==> src/rtl/core/cfl_pkg.sv <==
// Shared types, constants and helpers for the CFL time-step reducer.
package cfl_pkg;

  localparam int DATA_W = 32;
  localparam int VAL_W  = 48;
  localparam int SUM_W  = 50;
  localparam int STEP_W = 32;
  localparam int CFG_W  = 32;

  localparam logic [VAL_W-1:0]  VMAX     = {VAL_W{1'b1}};
  localparam logic [STEP_W-1:0] STEP_MAX = {STEP_W{1'b1}};
  localparam logic [18:0]       ONE_Q16  = 19'd65536;
  // 2^24 shifted up by 16 inside the divider gives 2^40
  localparam logic [63:0]       RECIP_NUM = 64'd16777216;

  typedef struct packed {
    logic signed [DATA_W-1:0] density;
    logic signed [DATA_W-1:0] momentum_x;
    logic signed [DATA_W-1:0] momentum_y;
    logic signed [DATA_W-1:0] momentum_z;
    logic signed [DATA_W-1:0] field_x;
    logic signed [DATA_W-1:0] field_y;
    logic signed [DATA_W-1:0] field_z;
    logic signed [DATA_W-1:0] total_energy;
    logic                     last_cell;
  } in_item_t;

  typedef struct packed {
    logic [STEP_W-1:0] time_step;
    logic              bad_cell_seen;
  } out_item_t;

  typedef struct packed {
    in_item_t item;
    logic     rho_pos;
  } q_item_t;

  typedef struct packed {
    logic [18:0] gamma_ratio;
    logic [31:0] inv_spacing_x;
    logic [31:0] inv_spacing_y;
    logic [16:0] courant_factor;
    logic [31:0] start_step;
    logic [15:0] speed_guard;
  } cfg_t;

  typedef enum logic [2:0] {
    CFG_GAMMA   = 3'd0,
    CFG_INV_X   = 3'd1,
    CFG_INV_Y   = 3'd2,
    CFG_COURANT = 3'd3,
    CFG_START   = 3'd4,
    CFG_GUARD   = 3'd5
  } cfg_idx_e;

  typedef enum logic [2:0] {
    OP_MUL  = 3'b001,
    OP_DIV  = 3'b010,
    OP_SQRT = 3'b100
  } op_e;

  typedef enum logic [4:0] {
    ST_U  = 5'd0,
    ST_V  = 5'd1,
    ST_W  = 5'd2,
    ST_UU = 5'd3,
    ST_VV = 5'd4,
    ST_WW = 5'd5,
    ST_BX = 5'd6,
    ST_BY = 5'd7,
    ST_BZ = 5'd8,
    ST_RV = 5'd9,
    ST_P  = 5'd10,
    ST_G  = 5'd11,
    ST_CS = 5'd12,
    ST_CA = 5'd13,
    ST_SQ = 5'd14,
    ST_DX = 5'd15,
    ST_DY = 5'd16,
    ST_DT = 5'd17
  } step_e;

  function automatic logic [VAL_W-1:0] sat48(input logic [SUM_W-1:0] x);
    logic [VAL_W-1:0] r;
    r = (x > {{(SUM_W-VAL_W){1'b0}}, VMAX}) ? VMAX : x[VAL_W-1:0];
    return r;
  endfunction

  function automatic logic [VAL_W-1:0] mag(input logic signed [DATA_W-1:0] x);
    logic [DATA_W-1:0] m;
    m = x[DATA_W-1] ? (~x + 1'b1) : x;
    return {{(VAL_W-DATA_W){1'b0}}, m};
  endfunction

endpackage

==> src/rtl/core/cfl_front.sv <==
// Front end: accepts cells, tags nonpositive density, two-entry queue to the back end.
module cfl_front (
  input  logic             clk_i,
  input  logic             rst_ni,
  input  logic             in_valid_i,
  output logic             in_ready_o,
  input  cfl_pkg::in_item_t in_data_i,
  output logic             q_valid_o,
  output cfl_pkg::q_item_t q_item_o,
  input  logic             q_pop_i
);
  import cfl_pkg::*;

  q_item_t    mem_q [2];
  logic       wr_ptr_q, rd_ptr_q;
  logic [1:0] cnt_q;
  logic       push;

  assign in_ready_o = (cnt_q != 2'd2);
  assign push       = in_valid_i && in_ready_o;
  assign q_valid_o  = (cnt_q != 2'd0);
  assign q_item_o   = mem_q[rd_ptr_q];

  always_ff @(posedge clk_i) begin
    if (push) begin
      mem_q[wr_ptr_q].item    <= in_data_i;
      mem_q[wr_ptr_q].rho_pos <= !in_data_i.density[DATA_W-1] && (in_data_i.density != '0);
    end
  end

  always_ff @(posedge clk_i or negedge rst_ni) begin
    if (!rst_ni) begin
      wr_ptr_q <= 1'b0;
      rd_ptr_q <= 1'b0;
      cnt_q    <= 2'd0;
    end else begin
      if (push) wr_ptr_q <= !wr_ptr_q;
      if (q_pop_i) rd_ptr_q <= !rd_ptr_q;
      case ({push, q_pop_i})
        2'b10:   cnt_q <= cnt_q + 2'd1;
        2'b01:   cnt_q <= cnt_q - 2'd1;
        default: cnt_q <= cnt_q;
      endcase
    end
  end

endmodule

==> config.mk <==
export PLATFORM = sky130hd
export DESIGN_NAME = cfl_front
export DESIGN_NICKNAME = d
export VERILOG_FILES = /design/src/rtl/core/cfl_pkg.sv /design/src/rtl/core/cfl_front.sv
export SDC_FILE = /design/constraint.sdc
export NUM_CORES = 1
export LEC_CHECK = 0
export BUFFER_PORTS_ARGS = -buffer_cell sky130_fd_sc_hd__clkbuf_2
export CORE_MARGIN = 2
export CORE_UTILIZATION = 48
export DETAILED_ROUTE_END_ITERATION = 12
export PLACE_DENSITY = 0.77
export SLEW_MARGIN = 30
export SYNTH_ARGS = -nofsm -noshare
export SYNTH_HDL_FRONTEND = slang
export SYNTH_SLANG_ARGS = --single-unit
==> constraint.sdc <==
create_clock -name clk_i -period 12.1 [get_ports clk_i]
set_clock_uncertainty 0.15 [all_clocks]
set_input_delay 2.42 -clock clk_i [delete_from_list [all_inputs] [get_ports clk_i]]
set_output_delay 2.42 -clock clk_i [all_outputs]
set_load 0.01 [all_outputs]
==> flow_summary.yaml, run 1 <==
outcome:
  outcome: "completed"
critical_path:
  ff2ff_path_depth: 4
  worst_ep_arrival_time_ns: 3.18
  critPathTopFamily: "buffers and inverters"
  crit_type: "register to primary output"
  critPathCapture: "q_item_o[192]"
  rr_endpoint: "mem_q[1][194]$_DFFE_PP_"
  startpoint: "rd_ptr_q$_DFFE_PN0P_"
  cp.depth: 4
  start_kind: "register"
  crit_required_ns: 9.53
  cp_max_fo: 60
  endpoint_kind: "primary output"
  cp_num_buf_inv: 3
  r2r_slack_ns: 8.62
  path_cells: "buf_4 -> buf_6 -> mux2_4 -> clkbuf_2"
  cpMaxStageDelayCell: "buf_4"
  cpPeakStageDelay_ns: 0.77
  reg2reg_from: "cnt_q[0]$_DFFE_PN0P_"
clocking:
  cts_inserted_buffers: 50
  clk_pin_slew_ns: 0.06
  cts_tree: "done"
  htreeDepth: 2
  cts_resized: 0
  root_buffer: "clkbuf_16"
  cts.sinks: 520
  cts_buffer_depth: 3
  post-cts-setup-buffers: 0
  clk_latency_ns: 0.57
  cts_hold_buf: 0
timing:
  slew_headroom_pct: 36.1
  max_freq_mhz: 174
  rsz0062_at_grt: "false"
  layout_min_cycle_time_ns: 5.75
  fin_hold_ws_ns: 0.363
  fin_crit_sh_pct: 47.5
  hold_viol: 0
  finalSetupTns_ns: 0
  setup_viol: 0
  layout_setup_ws_ns: 6.35
  finalMaxSlewViolations: 0
  worst_pin_slew_ns: 0.958
place:
  io_buffer_count: 520
  routabilityCongestion: 0.854
  place.detailed.hpwl_mm: 29.2
  dp.cells: 1861
  place_ws_ns: 6.52
layout:
  drive_above_1_share_pct: 60.6
  layoutNonFillerInstCount: 1953
  final_nets: 1645
  area_delta_synth_final_pct: 23.7
global_route:
  grt_pass1_wl_mm: 58.2
  grt_pass1_vias: 10100
  grtUsageTotal_pct: 18.6
  antenna_found_initial: 4
  grt_max_degree: 173
  overflow: 0
die:
  core_um2: 40600
  boundaryPins: 521
  die_w_um: 207
  rows: 74
  die_area_um2: 42700
  initial_core_util_pct: 48.5
  fp.dieH_um: 207
logic_synthesis:
  synth_cell_type_count: 17
  ys_seq_area_share_pct: 79.1
  syn_inst: 830
  yosysMostFrequentCell: "edfxtp_1"
  syn_avg_cell_area_um2: 23.8
  post-synth-top-area-fraction_pct: 78.6
  synth_edf_count: 516
  ys_top_cells_by_count: "edfxtp_1, mux2_4, mux2_2"
  synth_top_cell_by_area: "edfxtp_1"
  yosys-top-cells-area: "edfxtp_1, mux2_4, mux2_2"
  syn_nets: 1092
  async_flop_share_pct: 0.769
  synthesis.area_um2: 19700
  synth_seq_cells: 520
  ys_warn_count: 0
  dominantRegCellSynth: "edfxtp_1"
detailed_routing:
  routed_via_density: 5.07
  ant_nets: 0
  wirelength_mm: 41.7
  num_vias: 9902
  wl_per_cell_um: 21.4
  drc: 0
  drt-initial-drc-count: 596
  first_pass_iters: 5
pwr:
  power_mw: 5.97
  p_per_area_nw_per_um2: 245
  leakage_nw: 9.74
  vdd_drop_max_uv: 193
job:
  drv_cap: 0
worst_hold_path:
  hold_class: "register to register"
## report_power, final
part           internal [mW]  leakage, nW  switching (mW)  total (mW)
sequential              2.47         4.84           0.116        2.58
combinational          0.924         4.17            1.01        1.93
clock                  0.836        0.740           0.623        1.46
## stage by stage
step / utilization, % / instance area [µm²]
6_report: 60.0 / 24400
5_1_grt: 60.0 / 24400
4_1_cts: 59.8 / 24300
3_5_place_dp: 56.1 / 22800
3_3_place_gp: 56.1 / 22800
2_1_floorplan: - / 19700
## per-layer routing
metal / share of wire (%) / track usage, % / up-vias / routed length (µm)
li1: - / - / 4450 / -
met1: 36 / 21.2 / 4908 / 15100
met2: 50 / 31.6 / 457 / 20900
met3: 10 / 6.36 / 85 / 4240
met4: 3.5 / 8.55 / 2 / 1480
met5: 0.034 / 0 / - / 14
## sequential cells by signal, summed over array words and instances (netlist names)
signal    count
wr_ptr_q      1
mem_q       516
rd_ptr_q      1
cnt_q         2
## cell families (layout without fill, tap and decap cells)
group	Yosys count	after routing	share of synthesized area, %
and+or+nand+nor	16	16	0.495
AOI/OAI and AO/OA	1	1	0.0254
buffers and inverters	29	616	1.53
muxes	258	258	18.6
xor gates and xnor gates	5	5	0.222
DFF	520	520	79.1
adders and majority gates	1	1	0.0634
other	0	4	0
## cell usage in the layout (no fill, tap or decap)
cell type and count:
nor2_4 1, buf_12 2, clkinvlp_4 2, and4_1 2
clkinv_4 1, nor4_1 8, dfrtp_1 3, buf_4 3
or2_2 1, clkbuf_2 520, clkbuf_1 13, nand2b_1 1
inv_8 1, ha_1 1, buf_16 2, dfrtp_4 1
buf_6 3, diode_2 4, mux2_4 202, inv_6 2
bufinv_16 3, clkinv_1 7, nor2_1 1, nand2_1 1
clkinv_2 6, xnor2_1 3, and3_4 1, clkbuf_16 51
a21oi_1 1, mux2_2 56, xor2_1 2, edfxtp_1 516
## cell type report
type	count	area, µm²
fillers	2943	16300
repair buffers	530	2750
flip-flops and latches	520	15600
multi-input cells	281	3830
clock buffers	64	1330
well taps	532	666
diodes	4	10.0
clock inverters	22	199
## worst min-delay path by stage
stage	start	to	slack, ns	depth (start not counted)
final	cnt_q[1]$_DFFE_PN0P_	cnt_q[1]$_DFFE_PN0P_	0.36	1
after global routing	cnt_q[1]$_DFFE_PN0P_	cnt_q[1]$_DFFE_PN0P_	0.38	1
after CTS	cnt_q[1]$_DFFE_PN0P_	cnt_q[1]$_DFFE_PN0P_	0.36	1
after detailed placement	cnt_q[1]$_DFFE_PN0P_	cnt_q[1]$_DFFE_PN0P_	0.35	1
after global placement	cnt_q[1]$_DFFE_PN0P_	cnt_q[1]$_DFFE_PN0P_	0.32	1
after floorplan	cnt_q[1]$_DFFE_PN0P_	cnt_q[1]$_DFFE_PN0P_	0.31	1
(Power assumes the default switching activity.)
==> run 2: changes to the inputs <==
--- a/config.mk
+++ b/config.mk
@@ -5,6 +5,7 @@
 export SDC_FILE = /design/constraint.sdc
 export NUM_CORES = 1
 export LEC_CHECK = 0
+export ABC_AREA = 1
 export BUFFER_PORTS_ARGS = -buffer_cell sky130_fd_sc_hd__clkbuf_2
 export CORE_MARGIN = 2
 export CORE_UTILIZATION = 48
==> constraint.sdc (replaced) <==
create_clock -name clk_i -period 4.7 [get_ports clk_i]
set_clock_uncertainty 0.15 [all_clocks]
set_input_delay 0.94 -clock clk_i [delete_from_list [all_inputs] [get_ports clk_i]]
set_output_delay 0.94 -clock clk_i [all_outputs]
set_load 0.01 [all_outputs]
==> run 2 against run 1 <==
  * Combinational power grew to 2.6 times the previous value
  * Worst setup slack lost 5.3 ns
  * Flip-flop and latch count is the same
  * Synthesized cell count grew 3.0%
  * Register-to-register slack lost 6.4 ns
  * Final cell count grew 1.6%
  * Critical path depth shrank 1
==> flow_summary.yaml, run 2 <==
detailed_routing:
  ant_nets: 0
  num_vias: 9972
  wl_met2_mm: 21.3
  wl_per_cell_um: 20.9
  first_pass_iters: 4
  drc: 0
  wl_met1_mm: 15.0
  wirelength_mm: 41.5
  routed_via_density: 5.02
  wl_met3_mm: 3.74
  top_layer_used: "met4"
  drt-initial-drc-count: 634
die:
  rows: 74
  boundaryPins: 521
  die_w_um: 207
  die_area_um2: 42800
  fp.dieH_um: 207
  initial_core_util_pct: 48.5
  core_um2: 40700
logic_synthesis:
  synth_seq_cells: 520
  syn_avg_cell_area_um2: 23.1
  ys_seq_area_share_pct: 78.9
  async_flop_share_pct: 0.769
  syn_inst: 855
  ys_top_cells_by_count: "edfxtp_1, mux2_4, mux2_2"
  ys_warn_count: 0
  synth_cell_type_count: 14
  yosysMostFrequentCell: "edfxtp_1"
  syn_nets: 1117
  post-synth-top-area-fraction_pct: 78.4
  dominantRegCellSynth: "edfxtp_1"
  synth_top_cell_by_area: "edfxtp_1"
  synth_edf_count: 516
  synthesis.area_um2: 19800
  yosys-top-cells-area: "edfxtp_1, mux2_4, mux2_2"
critical_path:
  cpPeakStageDelay_ns: 0.87
  crit_type: "register to primary output"
  start_kind: "register"
  crit_required_ns: 3.61
  critPathTopFamily: "flip-flops"
  worst_ep_arrival_time_ns: 2.53
  cp_max_fo: 61
  cpMaxStageDelayCell: "dfrtp_4"
  cp_num_buf_inv: 2
  path_cells: "buf_12 -> mux2_4 -> clkbuf_2"
  endpoint_kind: "primary output"
clocking:
  cts_buffer_depth: 3
  cts_resized: 0
  cts_inserted_buffers: 51
  post-cts-setup-buffers: 0
  htreeDepth: 2
  clk_pin_slew_ns: 0.06
  clk_latency_ns: 0.57
  cts.sinks: 520
  root_buffer: "clkbuf_16"
  cts_tree: "done"
layout:
  final_common_cell: "clkbuf_2"
  area_delta_synth_final_pct: 24.5
  reg_top3: "mem_q: 516 flops, cnt_q: 2 flops"
  num_antenna_cells: 0
  largest_reg_flops: 516
  regMostFlops: "mem_q"
  final_nets: 1676
  drive_above_1_share_pct: 59.5
  final_cell_mix: "clkbuf_2, edfxtp_1, mux2_4"
  fin_area_um2: 24600
outcome:
  outcome: "completed"
timing:
  worst_pin_slew_ns: 0.843
  setup_viol: 0
  slew_headroom_pct: 43.8
  fin_crit_sh_pct: 76.9
  fin_hold_ws_ns: 0.393
  finalSetupTns_ns: 0
  layout_min_cycle_time_ns: 3.62
  rsz0062_at_grt: "false"
  finalMaxSlewViolations: 0
  max_freq_mhz: 277
  hold_viol: 0
place:
  io_buffer_count: 520
  placed_area_um2: 23000
  routabilityCongestion: 0.806
  place.detailed.hpwl_mm: 28.9
global_route:
  antenna_found_initial: 0
  grt_pass1_vias: 10100
  grt_max_degree: 134
  grtUsageTotal_pct: 18.4
  grt_pass1_wl_mm: 58.1
  overflow: 0
pwr:
  power_mw: 15.6
  vdd_drop_max_uv: 433
  p_per_area_nw_per_um2: 632
  leakage_nw: 9.87
worst_hold_path:
  hold_class: "register to register"
job:
  drv_cap: 0
## run 2: changes by cell type in the layout (fill, tap and decap cells not counted), moves of 3 or more
cell,previous run,this run
nor2_1,1,23
buf_12,2,9
buf_6,3,0
nor4_1,8,0
diode_2,4,0
inv_1,0,3
clkinv_1,7,13
nand2_1,1,12
clkinv_2,6,9
## run 2: layer usage
metal | vias up | track usage (%)
li1 | 4518 | -
met1 | 4950 | 20.9
met2 | 422 | 32.1
met3 | 82 | 5.57
met4 | 0 | 7.85
met5 | - | 0
## run 2: timing repair
| action | in CTS | in global routing |
|---|---|---|
| hold buffers | 1 | 0 |
| hold endpoints to repair | 4 | 0 |
| endpoints found under the setup margin | 0 | 0 |
## run 2: area by class of cell
class	instances	area, µm²
Tap cell	532	666
Clock buffer	64	1370
Inverter	3	11.3
Clock inverter	28	251
Timing Repair Buffer	535	2830
Sequential cell	520	15600
Multi-Input combinational cell	303	3890
Fill cell	2964	16100
## run 2: stage by stage
stage	utilization [%]	setup slack, ns	cells
6_report	60.4	1.08	1985
3_3_place_gp	56.4	1.71	1892
2_1_floorplan	-	-0.714	855
3_5_place_dp	56.4	1.68	1892
5_1_grt	60.4	0.987	1985
4_1_cts	60.4	1.05	1985
## run 2: worst paths after layout
kind                                      endpoint  depth (start not counted)  slack [ns]                  from
setup / recovery                      q_item_o[84]                          3        1.08  rd_ptr_q$_DFFE_PN0P_
hold / removal                cnt_q[0]$_DFFE_PN0P_                          1        0.39  cnt_q[0]$_DFFE_PN0P_
setup reg to reg           mem_q[1][110]$_DFFE_PP_                          6        2.26  cnt_q[0]$_DFFE_PN0P_
hold reg to reg               cnt_q[0]$_DFFE_PN0P_                          1        0.39  cnt_q[0]$_DFFE_PN0P_
max in group asynchronous     rd_ptr_q$_DFFE_PN0P_                          2        3.65                rst_ni
min in group asynchronous     cnt_q[1]$_DFFE_PN0P_                          2        0.59                rst_ni
## run 2: power breakdown
part	switching [mW]	leakage, nW	internal, mW
registers	0.330	4.83	6.32
clock network	1.62	0.792	2.32
logic	2.57	4.24	2.39
total	4.52	9.87	11.0
## run 2: cells by family after synthesis
family,after synthesis,share of synthesized area (%)
buffers and inverters,32,1.58
xor gates and xnor gates,3,0.133
DFF,520,78.9
adders and majority gates,1,0.0633
and+or+nand+nor,38,0.722
muxes,258,18.5
AOI/OAI and AO/OA,3,0.0759
## run 2: worst reg2reg max path, cell delays in order, from the launching register on
cell and delay (ns):
dfrtp_1 0.41, inv_1 0.08, nand2_1 0.20, nand2_8 0.10, nor2_4 0.54, buf_12 0.30, buf_12 0.28
==> run 3: changes to the inputs <==
--- a/config.mk
+++ b/config.mk
@@ -5,7 +5,7 @@
 export SDC_FILE = /design/constraint.sdc
 export NUM_CORES = 1
 export LEC_CHECK = 0
-export ABC_AREA = 1
+export ABC_AREA = 0
 export BUFFER_PORTS_ARGS = -buffer_cell sky130_fd_sc_hd__clkbuf_2
 export CORE_MARGIN = 2
 export CORE_UTILIZATION = 48
==> constraint.sdc (replaced) <==
create_clock -name clk_i -period 3.2 [get_ports clk_i]
set_clock_uncertainty 0.15 [all_clocks]
set_input_delay 0.64 -clock clk_i [delete_from_list [all_inputs] [get_ports clk_i]]
set_output_delay 0.64 -clock clk_i [all_outputs]
set_load 0.01 [all_outputs]
==> run 3 against run 2 <==
  * Sequential power increased by 47%
  * Count of clock-buffer cells in the layout increased by 2
  * Non-clock buffer count increased by 9
  * Flip-flop and latch count unchanged
  * Final cell count decreased by 0.60%
==> flow_summary.yaml, run 3 (synthesized netlist as in run 1, its figures left out) <==
outcome:
  outcome: "completed"
detailed_routing:
  num_vias: 10000
  wirelength_mm: 41.5
  drt-initial-drc-count: 533
  wl_per_cell_um: 21.0
  routed_via_density: 5.07
  drc: 0
  first_pass_iters: 4
  ant_nets: 0
clocking:
  cts.sinks: 520
  clk_pin_slew_ns: 0.06
  htreeDepth: 2
  cts_inserted_buffers: 52
  clk_latency_ns: 0.57
  root_buffer: "clkbuf_16"
  cts_tree: "done"
  cts_resized: 0
  cts_buffer_depth: 3
global_route:
  grtUsageTotal_pct: 18.6
  overflow: 0
  grt_pass1_vias: 9986
  grt_max_degree: 115
  antenna_found_initial: 9
  grt_pass1_wl_mm: 58.5
die:
  die_w_um: 207
  rows: 74
  die_area_um2: 42700
  fp.dieH_um: 207
  core_um2: 40600
  boundaryPins: 521
  initial_core_util_pct: 48.5
critical_path:
  cp_max_fo: 38
  cpPeakStageDelay_ns: 0.75
  path_cells: "buf_12 -> mux2_4 -> clkbuf_2"
  start_kind: "register"
  cpMaxStageDelayCell: "dfrtp_4"
  critPathTopFamily: "flip-flops"
  endpoint_kind: "primary output"
  worst_ep_arrival_time_ns: 2.18
  crit_required_ns: 2.41
  cp_num_buf_inv: 2
  crit_type: "register to primary output"
timing:
  finalMaxSlewViolations: 0
  worst_pin_slew_ns: 0.694
  setup_viol: 0
  slew_headroom_pct: 53.7
  layout_min_cycle_time_ns: 2.97
  fin_crit_sh_pct: 92.7
  rsz0062_at_grt: "false"
  hold_viol: 0
  layout_setup_ws_ns: 0.232
  max_freq_mhz: 337
place:
  routabilityCongestion: 0.816
  placed_area_um2: 23100
  place_ws_ns: 0.813
  place.detailed.hpwl_mm: 29.2
  io_buffer_count: 520
layout:
  final_nets: 1661
  final_cell_mix: "clkbuf_2, edfxtp_1, mux2_4"
  area_delta_synth_final_pct: 25.4
  fin_area_um2: 24700
  largest_reg_flops: 516
  final_common_cell: "clkbuf_2"
  regMostFlops: "mem_q"
  drive_above_1_share_pct: 61.0
  reg_top3: "mem_q: 516 flops, cnt_q: 2 flops"
pwr:
  p_per_area_nw_per_um2: 934
  leakage_nw: 9.91
  vdd_drop_max_uv: 707
job:
  drv_cap: 0
worst_hold_path:
  hold_class: "primary input to register"
[run 3: layout make-up]
cell class                 instances  area, µm²
antenna                            4       10.0
clock buffer                      66       1380
clock inverter                    26        260
fill                            2866      15900
multi-input combinational        281       3850
sequential                       520      15600
tap                              532        666
timing repair buffer             544       2970
[run 3: per-stage QoR]
step	power, mW	instances	TNS, ns	hold slack [ns]	utilization (%)
after floorplan	15.0	830	-787.68	0.194	-
after global placement	17.3	1876	0	0.302	56.8
after detailed placement	17.5	1876	0	0.302	56.8
after CTS	23.4	1969	0	0.0630	60.8
after global routing	24.1	1972	0	0.0752	60.9
final	23.1	1973	0	0.104	60.9
[run 3: worst paths after layout]
path                                 startpoint                      end  slack (ns)  cells after the start
hold / removal                    in_data_i[24]   mem_q[0][25]$_DFFE_PP_        0.10                      1
min in group asynchronous                rst_ni     wr_ptr_q$_DFFE_PN0P_        0.28                      2
setup reg to reg           cnt_q[0]$_DFFE_PN0P_  mem_q[1][198]$_DFFE_PP_        1.12                      3
max in group asynchronous                rst_ni     rd_ptr_q$_DFFE_PN0P_        2.47                      2
hold reg to reg            cnt_q[1]$_DFFE_PN0P_     cnt_q[1]$_DFFE_PN0P_        0.38                      1
setup / recovery           rd_ptr_q$_DFFE_PN0P_            q_item_o[111]        0.23                      3
[run 3: layer usage]
metal | vias up | global-route usage, % | wire [µm]
met1 | 4955 | 21.8 | 15000
met3 | 83 | 6.73 | 4360
li1 | 4497 | - | -
met5 | - | 0 | 62
met2 | 467 | 31.0 | 20800
met4 | 10 | 7.78 | 1240
[run 3: timing repair]
| item | 4_1_cts | 5_1_grt |
|---|---|---|
| hold buffers | 1 | 0 |
| hold endpoints to repair | 4 | 0 |
| buffers inserted | 0 | 0 |
[run 3: where the power goes]
| group | internal, mW | switching, mW | total [mW] |
|---|---|---|---|
| registers | 9.30 | 0.458 | 9.76 |
| logic | 3.68 | 3.84 | 7.52 |
| clock network | 3.43 | 2.39 | 5.82 |
